**src/rtl/vegetation_index_pixel_macros.svh**
```systemverilog
// Assertion helpers for the vegetation index block.
`ifndef VEGETATION_INDEX_PIXEL_MACROS_SVH
`define VEGETATION_INDEX_PIXEL_MACROS_SVH

// Same-cycle implication, checked out of reset.
`define VIP_ASSERT_NOW(label, ante, cons, msg) \
  label: assert property (@(posedge clk_i) disable iff (!rst_ni) (ante) |-> (cons)) \
    else $error(msg);

// Next-cycle implication, checked out of reset.
`define VIP_ASSERT_NEXT(label, ante, cons, msg) \
  label: assert property (@(posedge clk_i) disable iff (!rst_ni) (ante) |=> (cons)) \
    else $error(msg);

`endif

```
**src/rtl/vip_pkg.sv**
```systemverilog
`timescale 1ns / 1ps
package vip_pkg;

  localparam int REM_W   = 17;

  localparam logic [15:0] SCALED_MAX = 16'd65280;
  localparam logic [16:0] VI_DIVISOR = 17'd65280;

  localparam logic [1:0] CH_RED   = 2'd0;
  localparam logic [1:0] CH_GREEN = 2'd1;
  localparam logic [1:0] CH_BLUE  = 2'd2;

  typedef enum logic [2:0] {
    CFG_VIS_CH   = 3'd0,
    CFG_NIR_CH   = 3'd1,
    CFG_VIS_OFF  = 3'd2,
    CFG_VIS_GAIN = 3'd3,
    CFG_NIR_OFF  = 3'd4,
    CFG_NIR_GAIN = 3'd5,
    CFG_MODE     = 3'd6
  } cfg_reg_e;

  typedef struct packed {
    logic [1:0]  vis_ch;
    logic [1:0]  nir_ch;
    logic [8:0]  vis_off;
    logic [11:0] vis_gain;
    logic [8:0]  nir_off;
    logic [11:0] nir_gain;
    logic        mode;
  } cfg_t;

  typedef struct packed {
    logic [REM_W-1:0] rem;
    logic [REM_W-1:0] den;
    logic             neg;
    logic             undef;
  } div_word_t;

endpackage

```
**src/rtl/vip_pixel_if.sv**
```systemverilog
`timescale 1ns / 1ps
interface vip_pixel_if;
  logic       valid;
  logic       ready;
  logic [7:0] red_level;
  logic [7:0] green_level;
  logic [7:0] blue_level;

  modport source (output valid, red_level, green_level, blue_level, input ready);
  modport sink (input valid, red_level, green_level, blue_level, output ready);
endinterface

```
**src/rtl/vip_index_if.sv**
```systemverilog
`timescale 1ns / 1ps
interface vip_index_if;
  logic               valid;
  logic               ready;
  logic signed [15:0] index_value;
  logic               undefined_flag;

  modport source (output valid, index_value, undefined_flag, input ready);
  modport sink (input valid, index_value, undefined_flag, output ready);
endinterface

```
**src/rtl/vegetation_index_pixel.sv**
```systemverilog
`timescale 1ns / 1ps
// Vegetation index of one RGB pixel per request.
// The pixel_i channel takes red, green and blue levels; the index_o channel
// returns the signed index with INDEX_FRAC_BITS fraction bits and a flag that
// is set when the normalised denominator is zero (the index is then zero).
// Both channels use a valid/ready handshake; a request moves when both are high.
// Registers are written through cfg_we_i, cfg_idx_i and cfg_data_i; the user
// must write them only while the block is idle, as the block does not enforce
// it; unknown indices are ignored. The stages are a scaling stage with the gain
// multiplier, a clamp and difference stage, one divider cell per fraction bit
// and the output register. Throughput is one pixel per cycle while the
// receiver keeps up; each restoring-division cell resolves one quotient bit.
// Reset empties every stage and loads the default register values.
// When the receiver stalls, each stage holds its request and the empty stages
// behind it keep filling, so new pixels are taken until the row is full.
module vegetation_index_pixel import vip_pkg::*; #(
  parameter int INDEX_FRAC_BITS = 14
) (
  input  logic         clk_i,
  input  logic         rst_ni,
  vip_pixel_if.sink    pixel_i,
  vip_index_if.source  index_o,
  input  logic         cfg_we_i,
  input  logic [2:0]   cfg_idx_i,
  input  logic [11:0]  cfg_data_i
);

  `include "vegetation_index_pixel_macros.svh"

  localparam int F  = INDEX_FRAC_BITS;
  localparam int QW = F + 1;
  localparam int QX = (QW > 17) ? QW : 17;

  cfg_t cfg_q;

  always_ff @(posedge clk_i or negedge rst_ni) begin
    if (!rst_ni) begin
      cfg_q.vis_ch   <= CH_BLUE;
      cfg_q.nir_ch   <= CH_RED;
      cfg_q.vis_off  <= 9'd0;
      cfg_q.vis_gain <= 12'd256;
      cfg_q.nir_off  <= 9'd0;
      cfg_q.nir_gain <= 12'd256;
      cfg_q.mode     <= 1'b0;
    end else if (cfg_we_i) begin
      case (cfg_reg_e'(cfg_idx_i))
        CFG_VIS_CH:   cfg_q.vis_ch   <= cfg_data_i[1:0];
        CFG_NIR_CH:   cfg_q.nir_ch   <= cfg_data_i[1:0];
        CFG_VIS_OFF:  cfg_q.vis_off  <= cfg_data_i[8:0];
        CFG_VIS_GAIN: cfg_q.vis_gain <= cfg_data_i;
        CFG_NIR_OFF:  cfg_q.nir_off  <= cfg_data_i[8:0];
        CFG_NIR_GAIN: cfg_q.nir_gain <= cfg_data_i;
        CFG_MODE:     cfg_q.mode     <= cfg_data_i[0];
        default: ;
      endcase
    end
  end

  logic          valid_w [0:F];
  logic          ready_w [0:F];
  div_word_t     word_w  [0:F];
  logic [QW-1:0] quo_w   [0:F];

  vip_front #(.QW(QW)) u_front (
    .clk_i   (clk_i),
    .rst_ni  (rst_ni),
    .cfg_i   (cfg_q),
    .valid_i (pixel_i.valid),
    .ready_o (pixel_i.ready),
    .red_i   (pixel_i.red_level),
    .green_i (pixel_i.green_level),
    .blue_i  (pixel_i.blue_level),
    .valid_o (valid_w[0]),
    .ready_i (ready_w[0]),
    .word_o  (word_w[0]),
    .quo_o   (quo_w[0])
  );

  for (genvar k = 0; k < F; k++) begin : g_cell
    vip_div_cell #(.QW(QW)) u_cell (
      .clk_i   (clk_i),
      .rst_ni  (rst_ni),
      .valid_i (valid_w[k]),
      .ready_o (ready_w[k]),
      .word_i  (word_w[k]),
      .quo_i   (quo_w[k]),
      .valid_o (valid_w[k+1]),
      .ready_i (ready_w[k+1]),
      .word_o  (word_w[k+1]),
      .quo_o   (quo_w[k+1])
    );
  end

  logic               out_valid_q;
  logic signed [15:0] out_index_q;
  logic               out_flag_q;
  logic [QX-1:0]      qx, qm, qn;
  logic signed [15:0] index_d;

  always_comb begin
    qx = QX'(quo_w[F]);
    qm = (qx > QX'(32768)) ? QX'(32768) : qx;
    qn = QX'(0) - qm;
    if (word_w[F].undef) begin
      index_d = '0;
    end else if (word_w[F].neg) begin
      index_d = qn[15:0];
    end else if (qx > QX'(32767)) begin
      index_d = 16'sd32767;
    end else begin
      index_d = qx[15:0];
    end
  end

  assign ready_w[F] = !out_valid_q || index_o.ready;

  always_ff @(posedge clk_i or negedge rst_ni) begin
    if (!rst_ni) begin
      out_valid_q <= 1'b0;
    end else if (ready_w[F]) begin
      out_valid_q <= valid_w[F];
    end
  end

  always_ff @(posedge clk_i) begin
    if (ready_w[F] && valid_w[F]) begin
      out_index_q <= index_d;
      out_flag_q  <= word_w[F].undef;
    end
  end

  assign index_o.valid          = out_valid_q;
  assign index_o.index_value    = out_index_q;
  assign index_o.undefined_flag = out_flag_q;

  `VIP_ASSERT_NOW(a_flag_zero, out_valid_q && out_flag_q, out_index_q == 16'sd0, "flagged index is not zero")
  `VIP_ASSERT_NOW(a_rem_below_den, valid_w[F] && !word_w[F].undef, word_w[F].rem < word_w[F].den, "divider remainder out of range")
  `VIP_ASSERT_NOW(a_quo_bound, valid_w[F] && !word_w[F].undef, QX'(quo_w[F]) <= (QX'(1) << F), "quotient above one")

endmodule

```
**src/rtl/vip_front.sv**
```systemverilog
`timescale 1ns / 1ps
module vip_front import vip_pkg::*; #(
  parameter int QW = 15
) (
  input  logic             clk_i,
  input  logic             rst_ni,
  input  cfg_t             cfg_i,
  input  logic             valid_i,
  output logic             ready_o,
  input  logic [7:0]       red_i,
  input  logic [7:0]       green_i,
  input  logic [7:0]       blue_i,
  output logic             valid_o,
  input  logic             ready_i,
  output div_word_t        word_o,
  output logic [QW-1:0]    quo_o
);

  logic              s1_valid_q;
  logic [20:0]       s1_vis_q, s1_nir_q;
  logic              s1_mode_q;
  logic              s1_ready;
  logic              s2_valid_q;
  logic              s2_ready;
  div_word_t         s2_word_q;
  logic              s2_top_q;

  logic [7:0]        vis_lvl, nir_lvl;
  logic signed [9:0] vis_sum, nir_sum;
  logic [8:0]        vis_pos, nir_pos;
  logic [20:0]       vis_prod, nir_prod;

  logic [15:0]       vis_c, nir_c;
  logic              neg;
  logic [15:0]       mag;
  logic [16:0]       den;
  logic              top;
  div_word_t         word_d;

  always_comb begin
    case (cfg_i.vis_ch)
      CH_RED:   vis_lvl = red_i;
      CH_GREEN: vis_lvl = green_i;
      default:  vis_lvl = blue_i;
    endcase
    case (cfg_i.nir_ch)
      CH_RED:   nir_lvl = red_i;
      CH_GREEN: nir_lvl = green_i;
      default:  nir_lvl = blue_i;
    endcase
    vis_sum  = $signed({2'b00, vis_lvl}) + $signed({cfg_i.vis_off[8], cfg_i.vis_off});
    nir_sum  = $signed({2'b00, nir_lvl}) + $signed({cfg_i.nir_off[8], cfg_i.nir_off});
    vis_pos  = (vis_sum > 10'sd0) ? vis_sum[8:0] : 9'd0;
    nir_pos  = (nir_sum > 10'sd0) ? nir_sum[8:0] : 9'd0;
    vis_prod = {12'd0, vis_pos} * {9'd0, cfg_i.vis_gain};
    nir_prod = {12'd0, nir_pos} * {9'd0, cfg_i.nir_gain};
  end

  assign s1_ready = !s1_valid_q || s2_ready;
  assign s2_ready = !s2_valid_q || ready_i;
  assign ready_o  = s1_ready;

  always_ff @(posedge clk_i or negedge rst_ni) begin
    if (!rst_ni) begin
      s1_valid_q <= 1'b0;
    end else if (s1_ready) begin
      s1_valid_q <= valid_i;
    end
  end

  always_ff @(posedge clk_i) begin
    if (s1_ready && valid_i) begin
      s1_vis_q  <= vis_prod;
      s1_nir_q  <= nir_prod;
      s1_mode_q <= cfg_i.mode;
    end
  end

  always_comb begin
    vis_c = (s1_vis_q > {5'd0, SCALED_MAX}) ? SCALED_MAX : s1_vis_q[15:0];
    nir_c = (s1_nir_q > {5'd0, SCALED_MAX}) ? SCALED_MAX : s1_nir_q[15:0];
    neg   = nir_c < vis_c;
    mag   = neg ? (vis_c - nir_c) : (nir_c - vis_c);
    den   = s1_mode_q ? VI_DIVISOR : ({1'b0, nir_c} + {1'b0, vis_c});
    top   = ({1'b0, mag} == den);
    word_d.rem   = top ? '0 : {1'b0, mag};
    word_d.den   = den;
    word_d.neg   = neg;
    word_d.undef = !s1_mode_q && (den == '0);
  end

  always_ff @(posedge clk_i or negedge rst_ni) begin
    if (!rst_ni) begin
      s2_valid_q <= 1'b0;
    end else if (s2_ready) begin
      s2_valid_q <= s1_valid_q;
    end
  end

  always_ff @(posedge clk_i) begin
    if (s2_ready && s1_valid_q) begin
      s2_word_q <= word_d;
      s2_top_q  <= top;
    end
  end

  assign valid_o = s2_valid_q;
  assign word_o  = s2_word_q;
  assign quo_o   = QW'(s2_top_q);

endmodule

```
**src/rtl/vip_div_cell.sv**
```systemverilog
`timescale 1ns / 1ps
module vip_div_cell import vip_pkg::*; #(
  parameter int QW = 15
) (
  input  logic          clk_i,
  input  logic          rst_ni,
  input  logic          valid_i,
  output logic          ready_o,
  input  div_word_t     word_i,
  input  logic [QW-1:0] quo_i,
  output logic          valid_o,
  input  logic          ready_i,
  output div_word_t     word_o,
  output logic [QW-1:0] quo_o
);

  logic              valid_q;
  div_word_t         word_q;
  logic [QW-1:0]     quo_q;
  logic [REM_W:0]    rem2;
  logic [REM_W:0]    diff;
  logic              ge;
  div_word_t         word_d;

  always_comb begin
    rem2   = {word_i.rem, 1'b0};
    ge     = rem2 >= {1'b0, word_i.den};
    diff   = rem2 - {1'b0, word_i.den};
    word_d = word_i;
    word_d.rem = ge ? diff[REM_W-1:0] : rem2[REM_W-1:0];
  end

  assign ready_o = !valid_q || ready_i;

  always_ff @(posedge clk_i or negedge rst_ni) begin
    if (!rst_ni) begin
      valid_q <= 1'b0;
    end else if (ready_o) begin
      valid_q <= valid_i;
    end
  end

  always_ff @(posedge clk_i) begin
    if (ready_o && valid_i) begin
      word_q <= word_d;
      quo_q  <= {quo_i[QW-2:0], ge};
    end
  end

  assign valid_o = valid_q;
  assign word_o  = word_q;
  assign quo_o   = quo_q;

endmodule
```
**src/flat_wrapper.sv**
```systemverilog
// flat-port wrapper written by rule: the top's interface ports become plain ports
module vegetation_index_pixel_flat import vip_pkg::*;
#(
  parameter int INDEX_FRAC_BITS = 14
)
  (clk_i, rst_ni, cfg_we_i, cfg_idx_i, cfg_data_i, pixel_i_valid, pixel_i_red_level, pixel_i_green_level, pixel_i_blue_level, pixel_i_ready, index_o_valid, index_o_index_value, index_o_undefined_flag, index_o_ready);
  vip_pixel_if pixel_i_i ();
  vip_index_if index_o_i ();
  input  logic clk_i;
  input  logic rst_ni;
  input  logic cfg_we_i;
  input  logic [2:0] cfg_idx_i;
  input  logic [11:0] cfg_data_i;
  input wire logic [$bits(pixel_i_i.valid)-1:0] pixel_i_valid;
  input wire logic [$bits(pixel_i_i.red_level)-1:0] pixel_i_red_level;
  input wire logic [$bits(pixel_i_i.green_level)-1:0] pixel_i_green_level;
  input wire logic [$bits(pixel_i_i.blue_level)-1:0] pixel_i_blue_level;
  output wire logic [$bits(pixel_i_i.ready)-1:0] pixel_i_ready;
  output wire logic [$bits(index_o_i.valid)-1:0] index_o_valid;
  output wire logic [$bits(index_o_i.index_value)-1:0] index_o_index_value;
  output wire logic [$bits(index_o_i.undefined_flag)-1:0] index_o_undefined_flag;
  input wire logic [$bits(index_o_i.ready)-1:0] index_o_ready;
  assign pixel_i_i.valid = pixel_i_valid;
  assign pixel_i_i.red_level = pixel_i_red_level;
  assign pixel_i_i.green_level = pixel_i_green_level;
  assign pixel_i_i.blue_level = pixel_i_blue_level;
  assign pixel_i_ready = pixel_i_i.ready;
  assign index_o_valid = index_o_i.valid;
  assign index_o_index_value = index_o_i.index_value;
  assign index_o_undefined_flag = index_o_i.undefined_flag;
  assign index_o_i.ready = index_o_ready;
  vegetation_index_pixel #(.INDEX_FRAC_BITS(INDEX_FRAC_BITS)) u_core (.clk_i(clk_i), .rst_ni(rst_ni), .pixel_i(pixel_i_i), .index_o(index_o_i), .cfg_we_i(cfg_we_i), .cfg_idx_i(cfg_idx_i), .cfg_data_i(cfg_data_i));
endmodule
```
**config.mk**
```make
export PLATFORM = sky130hd
export DESIGN_NAME = vegetation_index_pixel_flat
export DESIGN_NICKNAME = d
export VERILOG_FILES = /design/src/rtl/vip_pkg.sv /design/src/rtl/vip_pixel_if.sv /design/src/rtl/vip_index_if.sv /design/src/rtl/vegetation_index_pixel.sv /design/src/rtl/vip_front.sv /design/src/rtl/vip_div_cell.sv /design/src/flat_wrapper.sv
export VERILOG_INCLUDE_DIRS = /design/src /design/src/rtl
export SDC_FILE = /design/constraint.sdc
export NUM_CORES = 2
export LEC_CHECK = 0
export ABC_AREA = 1
export BUFFER_PORTS_ARGS = -buffer_cell sky130_fd_sc_hd__buf_2
export CAP_MARGIN = 10
export CORE_ASPECT_RATIO = 0.9
export CORE_MARGIN = 2
export CORE_UTILIZATION = 50
export CTS_BUF_LIST = sky130_fd_sc_hd__clkbuf_8 sky130_fd_sc_hd__clkbuf_16
export CTS_CLUSTER_SIZE = 25
export DETAILED_ROUTE_END_ITERATION = 8
export HOLD_SLACK_MARGIN = 0.03
export PLACE_DENSITY = 0.65
export SYNTH_ARGS = -nofsm -noshare
export SYNTH_HDL_FRONTEND = slang
export SYNTH_SLANG_ARGS = --single-unit
```
**constraint.sdc**
```tcl
create_clock -name clk_i -period 14.41 [get_ports clk_i]
set_clock_uncertainty 0.2 [all_clocks]
set_input_delay 2.882 -clock clk_i [delete_from_list [all_inputs] [get_ports clk_i]]
set_output_delay 2.882 -clock clk_i [all_outputs]
set_load 0.1 [all_outputs]
```
==> results.sh <==
export IMPL_clockBufferDepth=3
export IMPL_ant_nets=0
export IMPL_r2r_start="u_core.cfg_q[44]"
export IMPL_finalSetupViolCount=0
export IMPL_cts_htree_levels=3
export IMPL_dominantRegCellSynth="edfxtp_1"
export IMPL_hold_buffers=0
export IMPL_rr_endpoint="u_core.u_front.s1_nir_q[18]"
export IMPL_path_max_fanout=36
export IMPL_syn_to_final_growth_pct=9.37
export IMPL_slowest_stage="fa_1"
export IMPL_synth_seq_cells=749
export IMPL_post_route_period_util_pct=71.4
export IMPL_status="complete, no violations"
export IMPL_grt_pass1_wl_mm=182
export IMPL_worst_pin_slew_ns=1.14
export IMPL_port_buffers=62
export IMPL_core_area_mm2=0.0963
export IMPL_synth_area_leader_cell="edfxtp_1"
export IMPL_grt_util_all_layers_pct=22.9
export IMPL_arrival_ns=10.49
export IMPL_cts_setup_buffers=0
export IMPL_busiest_layer="met2"
export IMPL_antenna_found_initial=0
export IMPL_grt_use_met2_pct=35.6
export IMPL_required_ns=14.61
export IMPL_fin_tns_setup_ns=0
export IMPL_drive_above_1_share_pct=5.42
export IMPL_synth_edf_count=685
export IMPL_maxSlewViolCount=0
export IMPL_clock_sinks=749
export IMPL_yosys_area_share_simple_pct=15.3
export IMPL_synth_nets=5789
export IMPL_die_h_um=300
export IMPL_drtIter0Drc=2879
export IMPL_startpoint="pixel_i_red_level[0]"
export IMPL_fin_nets=5872
export IMPL_async_reset_ff_share_pct=8.54
export IMPL_ioPinCount=63
export IMPL_root_buffer="clkbuf_16"
export IMPL_reg2regPathDepth=30
export IMPL_cap_violations=0
export IMPL_hpwl_mm=87.5
export IMPL_max_slew_margin_pct=23.9
export IMPL_start_kind="input pin"
export IMPL_synth_top_area_share_pct=42.4
export IMPL_cp_endpoint="u_core.u_front.s1_nir_q[18]"
export IMPL_gp_congestion=0.941
export IMPL_synthXorXnorAreaFrac_pct=4.51
export IMPL_synth_avg_cell_area_um2=9.34
export IMPL_drt_first_pass_iters=7
export IMPL_vias=35500
export IMPL_wl_per_cell_um=17.0
export IMPL_clock_latency_ns=0.65
export IMPL_grt_overflow_total=0
export IMPL_fp_row_count=108
export IMPL_cts_clk_slew_worst_paths_ns=0.06
export IMPL_cpPeakStageDelay_ns=0.54
export IMPL_synthTopCellsByArea="edfxtp_1, ha_1, inv_1"
export IMPL_grt_max_degree=65
export IMPL_chipWidth_um=333
export IMPL_yosys_area_share_adder_pct=16.5
export IMPL_grt_pass1_vias=34200
export IMPL_cts_tree="built"
export IMPL_num_fill_cells=8666
export IMPL_diodes=0
export IMPL_ys_seq_area_share_pct=45.7
export IMPL_postCtsResizedCells=0
export IMPL_endpoint_kind="flop"
export IMPL_ff2ff_setup_slack_ns=5.62
export IMPL_fmax_ghz=0.0971
export IMPL_period_minus_slack_ns=10.29
export IMPL_cts_buffers_inserted=82
export IMPL_drt_total_wl_mm=112
export IMPL_met1_usage_pct=33.2
export IMPL_synth_compound_area_share_pct=9.91
export IMPL_grtUsageMet3_pct=3.62
export IMPL_synth_cell_type_count=58
export IMPL_synth_top_family_by_area="adder cells"
export IMPL_yosys_warnings=0
export IMPL_die_area_mm2=0.0996
export IMPL_via_per_inst=5.37
export IMPL_syn_inst=5202
export IMPL_rsz0062_at_grt="false"
export IMPL_hold_path_depth=0
export IMPL_critPathKind="input pin to flop"
export IMPL_drc_errors=0
export IMPL_hold_violations=0
export IMPL_synth_area_mm2=0.0486
export IMPL_initial_core_util_pct=50.4
export IMPL_synth_mux_area_share_pct=0
export IMPL_worstHoldPathType="flop to flop"
-- worst min path at each step --
stage                                              endpoint                               from  slack (ns)
after floorplan            u_core.g_cell[0].u_cell.quo_o[1]            u_core.u_front.s2_top_q        0.20
after global placement     u_core.g_cell[8].u_cell.quo_o[7]   u_core.g_cell[7].u_cell.quo_o[6]        0.20
after detailed placement  u_core.g_cell[12].u_cell.quo_o[1]  u_core.g_cell[11].u_cell.quo_o[0]        0.20
after CTS                  u_core.g_cell[0].u_cell.quo_o[1]            u_core.u_front.s2_top_q        0.21
after global routing      u_core.g_cell[5].u_cell.word_o[1]  u_core.g_cell[4].u_cell.word_o[1]        0.22
final                      u_core.g_cell[0].u_cell.quo_o[1]            u_core.u_front.s2_top_q        0.20
-- cell usage in the layout (no fill, tap or decap), types with 53 or more instances in the layout --
cell	n
inv_1	944
nand2_1	809
edfxtp_1	685
nor2_1	503
a21oi_1	447
ha_1	383
o21ai_0	271
nand3_1	168
fa_1	160
xor2_1	149
nand4_1	121
xnor2_1	101
clkbuf_16	87
buf_2	62
dfrtp_1	61
nor3_1	53
-- layout make-up --
class                      count  area, µm²  area share, %
tap                         1265       1580           2.98
inverter                     939       3530           6.64
multi-input combinational   3419      22500           42.3
timing repair buffer          94        558           1.05
sequential                   749      22200           41.8
clock buffer                  92       2250           4.23
clock inverter                54        534           1.01
-- per-stage QoR --
step | area, µm² | hold WS [ns] | std cells | utilization, % | setup slack, ns
finish | 53100 | 0.204 | 6612 | 55.1 | 4.12
global route | 53100 | 0.219 | 6612 | 55.1 | 3.54
CTS | 53100 | 0.207 | 6610 | 55.1 | 3.82
detailed placement | 50300 | 0.205 | 6464 | 52.2 | 3.26
global placement | 50300 | 0.200 | 6464 | 52.2 | 3.36
floorplan | 48600 | 0.200 | 5202 | - | 4.91
-- state kept, by name, summed over array words and instances (netlist names), 14 cells and up --
register / flops
u_core.cfg_q: 47
u_core.g_cell.u_cell.quo_o: 119
u_core.g_cell.u_cell.valid_o: 14
u_core.g_cell.u_cell.word_o: 470
u_core.index_o.index_value: 16
u_core.u_front.s1_nir_q: 21
u_core.u_front.s1_vis_q: 21
u_core.u_front.word_o: 35
-- critical path: cells and delay by family --
kind / cells / cell delay (ns)
fa+ha+maj: 7 / 2.99
compound gates: 9 / 2.47
simple gates: 5 / 1.18
buf+inv: 7 / 0.71
xor+xnor: 2 / 0.27
-- routing by layer --
layer | up-vias | wire, µm | part of all wire [%]
met4 | 0 | 2920 | 2.6
li1 | 17500 | - | -
met5 | - | 0 | 0
met2 | 958 | 49900 | 44
met3 | 176 | 6720 | 6.0
met1 | 16800 | 52800 | 47
-- synthesized netlist by cell type, types with 101 or more instances --
master      n
inv_1     931
nand2_1   809
edfxtp_1  685
nor2_1    508
a21oi_1   450
ha_1      383
o21ai_0   271
nand3_1   168
fa_1      160
xor2_1    149
nand4_1   121
xnor2_1   101
-- kinds of logic (layout without fill, tap and decap cells) --
kind of cell | count (synthesis) | after routing
buffers and inverters | 1034 | 1179
xor gates and xnor gates | 250 | 250
and+or+nand+nor | 1750 | 1750
adders and majority gates | 543 | 543
AOI/OAI and AO/OA | 876 | 876
DFF | 749 | 749
Power is not shown: default switching activity piles up to over one toggle a cycle in this logic, so the estimate is an artifact.
